File: src/sdeq_pkg.sv
package sdeq_pkg;

  localparam int unsigned ValueW = 32;

  typedef enum logic [1:0] {
    OP_INSERT  = 2'd0,
    OP_POP_MIN = 2'd1,
    OP_POP_MAX = 2'd2,
    OP_NONE    = 2'd3
  } op_t;

  typedef enum logic [1:0] {
    ST_OK    = 2'd0,
    ST_EMPTY = 2'd1,
    ST_FULL  = 2'd2
  } status_t;

  typedef struct packed {
    logic                     insert;
    logic                     pop_min;
    logic signed [ValueW-1:0] value;
  } cell_ctrl_t;

endpackage

File: src/sdeq_cell.sv
module sdeq_cell (
  input  logic                                 clk,
  input  sdeq_pkg::cell_ctrl_t                 ctrl,
  input  logic                                 occupied,
  input  logic                                 left_lt,
  input  logic signed [sdeq_pkg::ValueW-1:0]   left_entry,
  input  logic signed [sdeq_pkg::ValueW-1:0]   right_entry,
  output logic signed [sdeq_pkg::ValueW-1:0]   entry,
  output logic                                 lt
);

  logic signed [sdeq_pkg::ValueW-1:0] entry_next;

  // lt marks occupied cells that stay ahead of the new value
  assign lt = occupied && (entry < ctrl.value);

  always_comb begin
    entry_next = entry;
    if (ctrl.insert) begin
      if (!lt) begin
        entry_next = left_lt ? ctrl.value : left_entry;
      end
    end else if (ctrl.pop_min) begin
      entry_next = right_entry;
    end
  end

  always_ff @(posedge clk) begin
    entry <= entry_next;
  end

endmodule

File: src/sorted_double_ended_queue.sv
// Sorted double-ended queue, one entry per cell in a shifting chain.
// Results are registered: a result appears in the cycle after its item is accepted.
// Throughput: one item per cycle while item_stall is low; every cell compares and shifts in parallel.
// item_stall rises only while a result is held by result_stall.
// Reset (rst, synchronous) empties the queue and drops any pending result;
// entry contents are not cleared.
module sorted_double_ended_queue #(
  parameter int unsigned DEPTH = 16
) (
  input  logic                                        clk,
  input  logic                                        rst,
  input  logic                                        item_valid,
  output logic                                        item_stall,
  input  logic [1:0]                                  operation,
  input  logic signed [sdeq_pkg::ValueW-1:0]          value,
  output logic                                        result_valid,
  input  logic                                        result_stall,
  output logic signed [sdeq_pkg::ValueW-1:0]          removed_value,
  output logic [1:0]                                  status,
  output logic [$clog2(DEPTH+1)-1:0]                  entry_count
);

  localparam int unsigned CountW = $clog2(DEPTH + 1);

  logic [CountW-1:0]                  count;
  logic [CountW-1:0]                  count_next;
  logic                               accept;
  logic                               empty;
  logic                               full;
  logic [DEPTH-1:0]                   occ;
  logic [DEPTH-1:0]                   lt;
  logic signed [sdeq_pkg::ValueW-1:0] entries [DEPTH];
  logic signed [sdeq_pkg::ValueW-1:0] tail_value;
  logic signed [sdeq_pkg::ValueW-1:0] removed_next;
  sdeq_pkg::status_t                  status_next;
  sdeq_pkg::cell_ctrl_t               ctrl;

  assign item_stall = result_valid && result_stall;
  assign accept     = item_valid && !item_stall;
  assign empty      = (count == '0);
  assign full       = (count == CountW'(DEPTH));

  always_comb begin
    tail_value = '0;
    for (int i = 0; i < DEPTH; i++) begin
      if (occ[i] && ((i == DEPTH - 1) || !occ[(i + 1) % DEPTH])) begin
        tail_value = tail_value | entries[i];
      end
    end
  end

  always_comb begin
    ctrl.insert  = 1'b0;
    ctrl.pop_min = 1'b0;
    ctrl.value   = value;
    count_next   = count;
    removed_next = '0;
    status_next  = sdeq_pkg::ST_OK;
    case (sdeq_pkg::op_t'(operation))
      sdeq_pkg::OP_INSERT: begin
        if (full) begin
          status_next = sdeq_pkg::ST_FULL;
        end else begin
          ctrl.insert = accept;
          count_next  = count + CountW'(1);
        end
      end
      sdeq_pkg::OP_POP_MIN: begin
        if (empty) begin
          status_next = sdeq_pkg::ST_EMPTY;
        end else begin
          ctrl.pop_min = accept;
          removed_next = entries[0];
          count_next   = count - CountW'(1);
        end
      end
      sdeq_pkg::OP_POP_MAX: begin
        if (empty) begin
          status_next = sdeq_pkg::ST_EMPTY;
        end else begin
          removed_next = tail_value;
          count_next   = count - CountW'(1);
        end
      end
      default: begin
      end
    endcase
  end

  for (genvar g = 0; g < DEPTH; g++) begin : g_cell
    logic                               left_lt;
    logic signed [sdeq_pkg::ValueW-1:0] left_entry;
    logic signed [sdeq_pkg::ValueW-1:0] right_entry;

    assign occ[g] = (count > CountW'(g));

    if (g == 0) begin : g_head
      assign left_lt    = 1'b1;
      assign left_entry = entries[0];
    end else begin : g_body
      assign left_lt    = lt[g-1];
      assign left_entry = entries[g-1];
    end

    if (g == DEPTH - 1) begin : g_tail
      assign right_entry = entries[g];
    end else begin : g_inner
      assign right_entry = entries[g+1];
    end

    sdeq_cell u_cell (
      .clk         (clk),
      .ctrl        (ctrl),
      .occupied    (occ[g]),
      .left_lt     (left_lt),
      .left_entry  (left_entry),
      .right_entry (right_entry),
      .entry       (entries[g]),
      .lt          (lt[g])
    );
  end

  always_ff @(posedge clk) begin
    if (rst) begin
      count        <= '0;
      result_valid <= 1'b0;
    end else begin
      if (accept) begin
        count        <= count_next;
        result_valid <= 1'b1;
      end else if (!result_stall) begin
        result_valid <= 1'b0;
      end
    end
  end

  always_ff @(posedge clk) begin
    if (accept) begin
      removed_value <= removed_next;
      status        <= status_next;
      entry_count   <= count_next;
    end
  end

  assert property (@(posedge clk) disable iff (rst) count <= CountW'(DEPTH))
    else $error("count above depth");

  assert property (@(posedge clk) disable iff (rst)
    result_valid && (status == sdeq_pkg::ST_FULL) |-> entry_count == CountW'(DEPTH))
    else $error("full status with room left");

  assert property (@(posedge clk) disable iff (rst)
    result_valid && (status == sdeq_pkg::ST_EMPTY) |-> entry_count == '0)
    else $error("empty status with entries stored");

  assert property (@(posedge clk) disable iff (rst)
    !accept |=> count == $past(count))
    else $error("count moved without an item");

endmodule

File: config.mk
export PLATFORM = sky130hd
export DESIGN_NAME = sorted_double_ended_queue
export DESIGN_NICKNAME = d
export VERILOG_FILES = /design/src/sdeq_pkg.sv /design/src/sdeq_cell.sv /design/src/sorted_double_ended_queue.sv
export SDC_FILE = /design/constraint.sdc
export NUM_CORES = 2
export LEC_CHECK = 0
export BUFFER_PORTS_ARGS = -buffer_cell sky130_fd_sc_hd__buf_2
export CAP_MARGIN = 20
export CORE_ASPECT_RATIO = 1.25
export CORE_UTILIZATION = 45
export DETAILED_ROUTE_END_ITERATION = 7
export GPL_TIMING_DRIVEN = 0
export RECOVER_POWER = 25
export SETUP_SLACK_MARGIN = 0.5
export SLEW_MARGIN = 10
export SYNTH_ARGS = -nofsm -noshare
export SYNTH_HDL_FRONTEND = slang
export SYNTH_SLANG_ARGS = --single-unit
File: constraint.sdc
create_clock -name clk -period 9.1 [get_ports clk]
set_input_delay 1.82 -clock clk [delete_from_list [all_inputs] [get_ports clk]]
set_output_delay 1.82 -clock clk [all_outputs]
set_load 0.03 [all_outputs]
After elaboration in Yosys (flattened, before gate mapping):

Index checks and enable logic that the tools add are counted.

* register bits after elaboration: 557
* logic and storage cells: 250
* output and inout bits: 41
* input port bits: 38

* order comparisons: 32
* eq/ne operators: 19
* reduce and logical (&&, ||, !) cells: 69
* muxes and demuxes: 91
* $add $sub $neg: 2
* bitwise operators: 16

Operator list (count)
* 2-to-1 mux 32 bit: 78
* < comparator 32 bit: 16
* OR 32 bit: 15
* one-hot mux 32 bit (2 select lines): 1
* greater-than comparator 5 x 4 -> 1 bit, second input constant: 8
* logical AND 1 bit: 33
* AND reduction 2 bit: 16
* inequality test 2 bit, second input constant: 15
* greater-than comparator 5 x 3 -> 1 bit, second input constant: 4
* logical NOT 1 bit: 16
* greater-than comparator 5 x 1 -> 1 bit, second input constant: 2
* greater-than comparator 5 x 2 -> 1 bit, second input constant: 2
* 2-to-1 mux 5 bit: 2
* one-hot mux 5 bit (2 select lines): 1
* 2-to-1 mux 1 bit: 7
* adder 5 x 1 -> 5 bit, second input constant: 1
* equality test 5 bit, second input constant: 1
* logical NOT 5 bit: 1
* subtractor 5 x 1 -> 5 bit, second input constant: 1
* one-hot mux 2 bit (2 select lines): 1
* equality test 2 x 1 -> 1 bit, second input constant: 1
* equality test 2 bit, second input constant: 1
* logical NOT 2 bit: 1
* 2-to-1 mux 2 bit: 1
* other kinds (4): 4

Longest topological paths before layout:

* word-level depth: 36
* mapped depth: 14
* depth with buffers taken out: 10

By module:

A second synthesis with hierarchy kept.

* cells, all modules: 4901
* area, all modules: 45388.5 µm²

By module, submodules not included
* sdeq_cell: times used 16, seq. area each 960.9 µm², area an instance 2429.8 µm², cells each 257
* sorted_double_ended_queue: times used 1, seq. area each 1291.2 µm², area an instance 6511.2 µm², cells each 789

Least setup slack after synthesis:

No wires, ideal clock.

* path type: in2reg
* start point: in value[9] (netlist name)
* end point: reg g_cell[4].u_cell.entry[0] (netlist name), enable pin
* buffers on the path: 2
* library setup time: 0.466 ns
* required time: 8.634 ns
* stages on the path: 11
* data arrival time: 6.420 ns
* path slack: 2.215 ns
* cells stage by stage: buf_4 inv_1 ha_1 a211oi_2 nor2_1 a2111o_1 o31a_1 nor3_1 a211oi_4 buf_8 o21ai_0

* cells in the longest elaborated chain, start to end: 4

RTL lines
* from (decl): RTL line sorted_double_ended_queue.sv:15 `input logic signed [sdeq_pkg::ValueW-1:0] value,`
* < comparator 32 bit: RTL line sdeq_cell.sv:15 `assign lt = occupied && (entry < ctrl.value);`
* logical AND 1 bit: RTL line sdeq_cell.sv:15
* inequality test 2 bit (no line)
* AND reduction 2 bit (no line)
* to (signal assigned): RTL line sdeq_cell.sv:29 `entry <= entry_next;`
* to (decl): RTL line sdeq_cell.sv:8 `output logic signed [sdeq_pkg::ValueW-1:0] entry,`

Every way passes these cells.
A chain may end at the register's enable or synchronous reset.

Worst setup path in the final report:

* start point: in result_stall
* end point: reg g_cell[13].u_cell.entry[6] (netlist name), enable pin

* cells in the longest elaborated chain, start to end: 7
* elaborated cells on any way between the ends: 10
* those cells by class: eq/ne: 1; mux: 4; reduce/logical: 5

RTL lines
* from (decl): RTL line sorted_double_ended_queue.sv:17 `input logic result_stall,`
* logical AND 1 bit (*): RTL line sorted_double_ended_queue.sv:38 `assign item_stall = result_valid && result_stall;`
* logical NOT 1 bit (*): RTL line sorted_double_ended_queue.sv:39 `assign accept = item_valid && !item_stall;`
* logical AND 1 bit (*): RTL line sorted_double_ended_queue.sv:39
* via accept: RTL line sorted_double_ended_queue.sv:27 `logic accept;`
* 2-to-1 mux 1 bit (on tied branches): RTL line sorted_double_ended_queue.sv:61, sorted_double_ended_queue.sv:69
* 2-to-1 mux 1 bit: RTL line sorted_double_ended_queue.sv:59 `case (sdeq_pkg::op_t'(operation))`
* inequality test 2 bit (no line) / nonzero test 2 bit (equally long branches)
* AND reduction 2 bit (no line) (*)
* to (signal assigned): RTL line sdeq_cell.sv:29
* to (decl): RTL line sdeq_cell.sv:8

The timed path passes the listed nets; every way through them passes the cells marked *.

==> impl_results.rst <==
.. list-table::
   :header-rows: 1

   * - Metric
     - Value
   * - Run status
     - finished with violations
   * - Failing checks
     - DRC, capacitance limit, slew limit
   * - DRT antenna net count
     - 0
   * - Nature of the critical path startpoint
     - input port
   * - Final Hold Fails
     - 0
   * - Number of filler instances in the final layout
     - 8772
   * - Design Area, Final
     - 46340 um^2
   * - Ys Warns
     - 0
   * - Endpoint type of the worst setup path
     - register
   * - Post-DP Area
     - 44200 um^2
   * - Biggest area contributors in the synthesized netlist
     - sky130_fd_sc_hd__edfxtp_1, sky130_fd_sc_hd__ha_1, sky130_fd_sc_hd__mux2i_1
   * - Netlist cell types
     - 79
   * - Wire length of the first global-routing pass
     - 276800 um
   * - Area taken by multi-input logic gates
     - 23680 um^2
   * - Logic gate share of total power
     - 0.213
   * - Number of cells upsized or downsized after cts
     - 0
   * - Adder and majority gate portion of the synthesized area
     - 0.1513
   * - Hold worst-path end
     - result_valid$_SDFFE_PP0P_
   * - Violation count after the first detailed-route iteration
     - 5666
   * - Synthesized area per cell
     - roughly 9.9 um^2
   * - R2R Path End
     - removed_value[14]$_DFFE_PP_
   * - Multiplexer share of the synthesized area
     - 0.08089
   * - Simple-gate area share of the yosys netlist
     - 0.1331
   * - Number of vias in the routed layout
     - 39.36k
   * - Hold WC Path Type
     - register to register
   * - Max incr delay on CP
     - 1580 ps
   * - Post-layout net count
     - approximately 5.0k
   * - Later-pin clock latency in the skew report
     - between 600 and 700 ps
   * - Internal Pwr Total
     - about 5.2 mW
   * - Cts-stage hold buffer count
     - 0
   * - Residual DRC count
     - 14
   * - Power share of the clock group
     - 0.367
   * - Worst IR Drop VDD
     - 0.1178 mV
   * - Ys async rst share
     - 0
   * - Switching power
     - 2.552 mW
   * - Final period demand of the worst path
     - 7823 ps
   * - Detailed-route wire length per cell
     - about 35 um
   * - Area growth syn-to-layout
     - 10.75%
   * - Overall Global Routing Usage
     - 0.4203
   * - Complex-gate fraction of the synthesized area
     - 0.1981
   * - Cell leakage power
     - 18.14 nW
   * - Number of maximum-capacitance constraint violations
     - 3
   * - Number of endpoints failing setup at the final stage
     - 0
   * - Final worst-path setup slack
     - 1277 ps
   * - Dominant combinational cell family by area after synthesis
     - compound AO/OA/AOI/OAI gates
   * - Design Power
     - 7.768 mW
   * - Post-synth EDFFs
     - 551
   * - Number of instances in the synthesized netlist
     - between 4k and 5k
   * - Floorplan die height
     - 342.9 um
   * - Worst-Margin Slew
     - 2154 ps
   * - CTS root buffer
     - sky130_fd_sc_hd__clkbuf_16
   * - Nets in the synthesized netlist
     - between 4k and 5k
   * - Full die area
     - between 90000 and 100000 um^2
   * - RSZ-0062 raised after global routing
     - false
   * - Via density per instance
     - 6.955
   * - CTS tree
     - done
   * - Antenna violations before repair
     - 5
   * - Number of buffers added by the clock tree synthesis step
     - between 60 and 70
   * - Slew headroom
     - -0.4361
   * - Fraction of synthesized cell area taken by the top area cell type
     - 0.3955
   * - Number of levels in the clock H-tree
     - 3
   * - Final Cycle Share
     - 0.8597
   * - Fraction of layout cells with a size suffix above 1
     - 0.05852
   * - Starting Density
     - 0.4555
   * - Layout Skew
     - around 35 ps
   * - CP arrival
     - 8160 ps
   * - Reg-to-reg slack, setup
     - between 1500 and 2000 ps
   * - Highest-delay cell along the critical path
     - sky130_fd_sc_hd__clkbuf_1
   * - Required time reported for the critical path endpoint
     - about 9400 ps
   * - Site row count
     - 124
   * - Maximum clock path buffer count
     - 3
   * - Number of global-route vias before repair
     - 37.18k
   * - Worst Hold Launch
     - result_valid$_SDFFE_PP0P_
   * - Main flop type after synthesis
     - sky130_fd_sc_hd__edfxtp_1
   * - Sequential cell area in the final layout
     - 16670 um^2
   * - Number of I/O pins
     - between 70 and 80
   * - Post-DP HPWL
     - 162300 um
   * - Largest fanout on the critical path
     - 31
   * - Cells along the critical path
     - buf_2 > nand2_1 > nand2_1 > inv_1 > clkbuf_1 > nand2_1 > clkbuf_1 > clkbuf_1 > clkbuf_1 > buf_6 > o21ai_0 > buf_12
   * - Total length of routed wires
     - 200500 um
   * - Clock transition at the registers of the reported paths
     - 60 ps
   * - Total clock sinks
     - 557
   * - Remaining global-route overflow
     - 0
   * - First-pass detailed-route iteration total
     - 8
   * - PD cells
     - 167.6 nW/um^2
   * - Power share of the sequential group
     - 0.419
   * - Stages on the worst setup path
     - 12
   * - Critical register-to-register path startpoint
     - count[3]$_SDFFE_PP0P_
   * - Die width
     - ~270 um
   * - Setup total negative slack
     - 0 ps
   * - Placeable core area
     - 91850 um^2
   * - Logic depth of the worst register-to-register path
     - 14
   * - Cell area after technology mapping
     - 41840 um^2
   * - Max Freq
     - 127.8 MHz
   * - GP Congestion
     - 1.044
   * - Number of register bits inferred by synthesis
     - 557
   * - Worst hold path cell count
     - 4
   * - Post-CTS setup-driven buffer insertion count
     - 0
   * - Worst Setup Slack post-DPL
     - 1241 ps
   * - Category of the critical setup timing path
     - input port to register
   * - Maximum number of pins on one net before global-route repair
     - 33
   * - Cell type with the highest occurrence count on the critical path
     - sky130_fd_sc_hd__clkbuf_1
   * - Fraction of synthesized cell area in xor and xnor cells
     - 0.0006280
   * - Fraction of the yosys area taken by sequential cells
     - 0.3983
   * - Number of pins exceeding their max-slew limit in the final report
     - 48
   * - Family with the most delay on the worst path
     - buffers and inverters
   * - Switching share of power
     - 0.3286
   * - IO buf count
     - 78
   * - Crit path buffers/inverters
     - 8
   * - Leading area contributor after synthesis
     - sky130_fd_sc_hd__edfxtp_1
-- kinds of logic (layout without fill, tap and decap cells) --
group,after synthesis,count (layout)
other,0,2
DFF,557,557
AOI/OAI and AO/OA,1223,1223
buffers and inverters,345,574
xor gates and xnor gates,3,3
muxes,335,335
and+or+nand+nor,1262,1262
adders and majority gates,506,506
-- worst min-delay path, delay by kind of cell, from the launching register on --
family,cells,cell delay (ps)
buf+inv,1,50
flops,1,310
simple gates,3,190
-- through the flow --
stage	util	cells	hold slack (ps)
after global routing	0.5044	5657	681.3
after global placement	0.4761	5506	569.0
after CTS	0.5051	5648	603.6
final	0.5045	5659	597.8
after floorplan	-	4231	559.6
after detailed placement	0.4812	5528	575.7
-- state kept, by name, summed over array words and instances, names as in the netlist --
signal / count
g_cell.u_cell.entry: 512
entry_count: 5
removed_value: 32
result_valid: 1
status: 2
count: 5
-- cells in the final DEF, fill, tap and decap left out, types with 95 or more instances in the layout --
| master | instances |
|---|---|
| sky130_fd_sc_hd__nand2_1 | 661 |
| sky130_fd_sc_hd__edfxtp_1 | 551 |
| sky130_fd_sc_hd__ha_1 | 506 |
| sky130_fd_sc_hd__mux2i_1 | 319 |
| sky130_fd_sc_hd__clkbuf_1 | 259 |
| sky130_fd_sc_hd__a21oi_1 | 237 |
| sky130_fd_sc_hd__o21ai_0 | 211 |
| sky130_fd_sc_hd__nand3_1 | 205 |
| sky130_fd_sc_hd__nor2_1 | 187 |
| sky130_fd_sc_hd__o211ai_1 | 173 |
| sky130_fd_sc_hd__o21ai_1 | 105 |
| sky130_fd_sc_hd__a21o_1 | 95 |
-- power groups by stage --
stage | clock network (mW) | registers (mW) | logic (mW)
6_report | 2.85 | 3.26 | 1.66
4_1_cts | 2.83 | 3.24 | 1.60
5_1_grt | 2.92 | 3.25 | 1.77
3_5_place_dp | 0 | 3.30 | 1.59
3_3_place_gp | 0 | 3.31 | 1.53
2_1_floorplan | 0 | 3.20 | 1.02
-- area by class of cell --
cell class                      instances  share of cell area
Sequential cell                       557              0.3597
Buffer                                282             0.02833
Timing Repair Buffer                  109             0.01609
Inverter                               63            0.005103
Clock buffer                           92             0.04139
Antenna cell                            2           0.0001080
Multi-Input combinational cell       3329              0.5110
Tap cell                             1197             0.03232
Clock inverter                         28            0.006022
-- cells in the mapped netlist, drive strengths merged, types with 18 or more instances --
cell type / n
a221o: 63
edfxtp: 551
buf: 100
a2111oi: 24
a21o: 95
o211ai: 173
nand2: 668
o21a: 23
nand3: 205
a21oi: 240
mux2i: 320
o21ai: 322
and4: 18
a222oi: 46
o22ai: 18
inv: 61
ha: 506
a221oi: 37
nor2: 187
a211oi: 33
a22oi: 70
nand2b: 22
nand4: 82
clkbuf: 182
-- worst max path at each step --
| stage | from | to | slack [ps] |
|---|---|---|---|
| final | result_stall | g_cell[13].u_cell.entry[6]$_DFFE_PP_ | 1280 |
| after global routing | result_stall | g_cell[13].u_cell.entry[2]$_DFFE_PP_ | 980 |
| after CTS | value[31] | g_cell[3].u_cell.entry[5]$_DFFE_PP_ | 1900 |
| after detailed placement | value[31] | g_cell[3].u_cell.entry[7]$_DFFE_PP_ | 1240 |
| after global placement | value[31] | g_cell[4].u_cell.entry[5]$_DFFE_PP_ | -1220 |
| after floorplan | value[9] | g_cell[4].u_cell.entry[0]$_DFFE_PP_ | 2210 |
-- layer usage --
layer / routed length [um] / GRT usage
met2: 88630 / 0.6522
met1: 71840 / 0.4908
met4: 21170 / 0.3654
met3: 18850 / 0.09176
met5: 34 / 0.001012
Note: power is estimated with default switching activity, not from simulation.
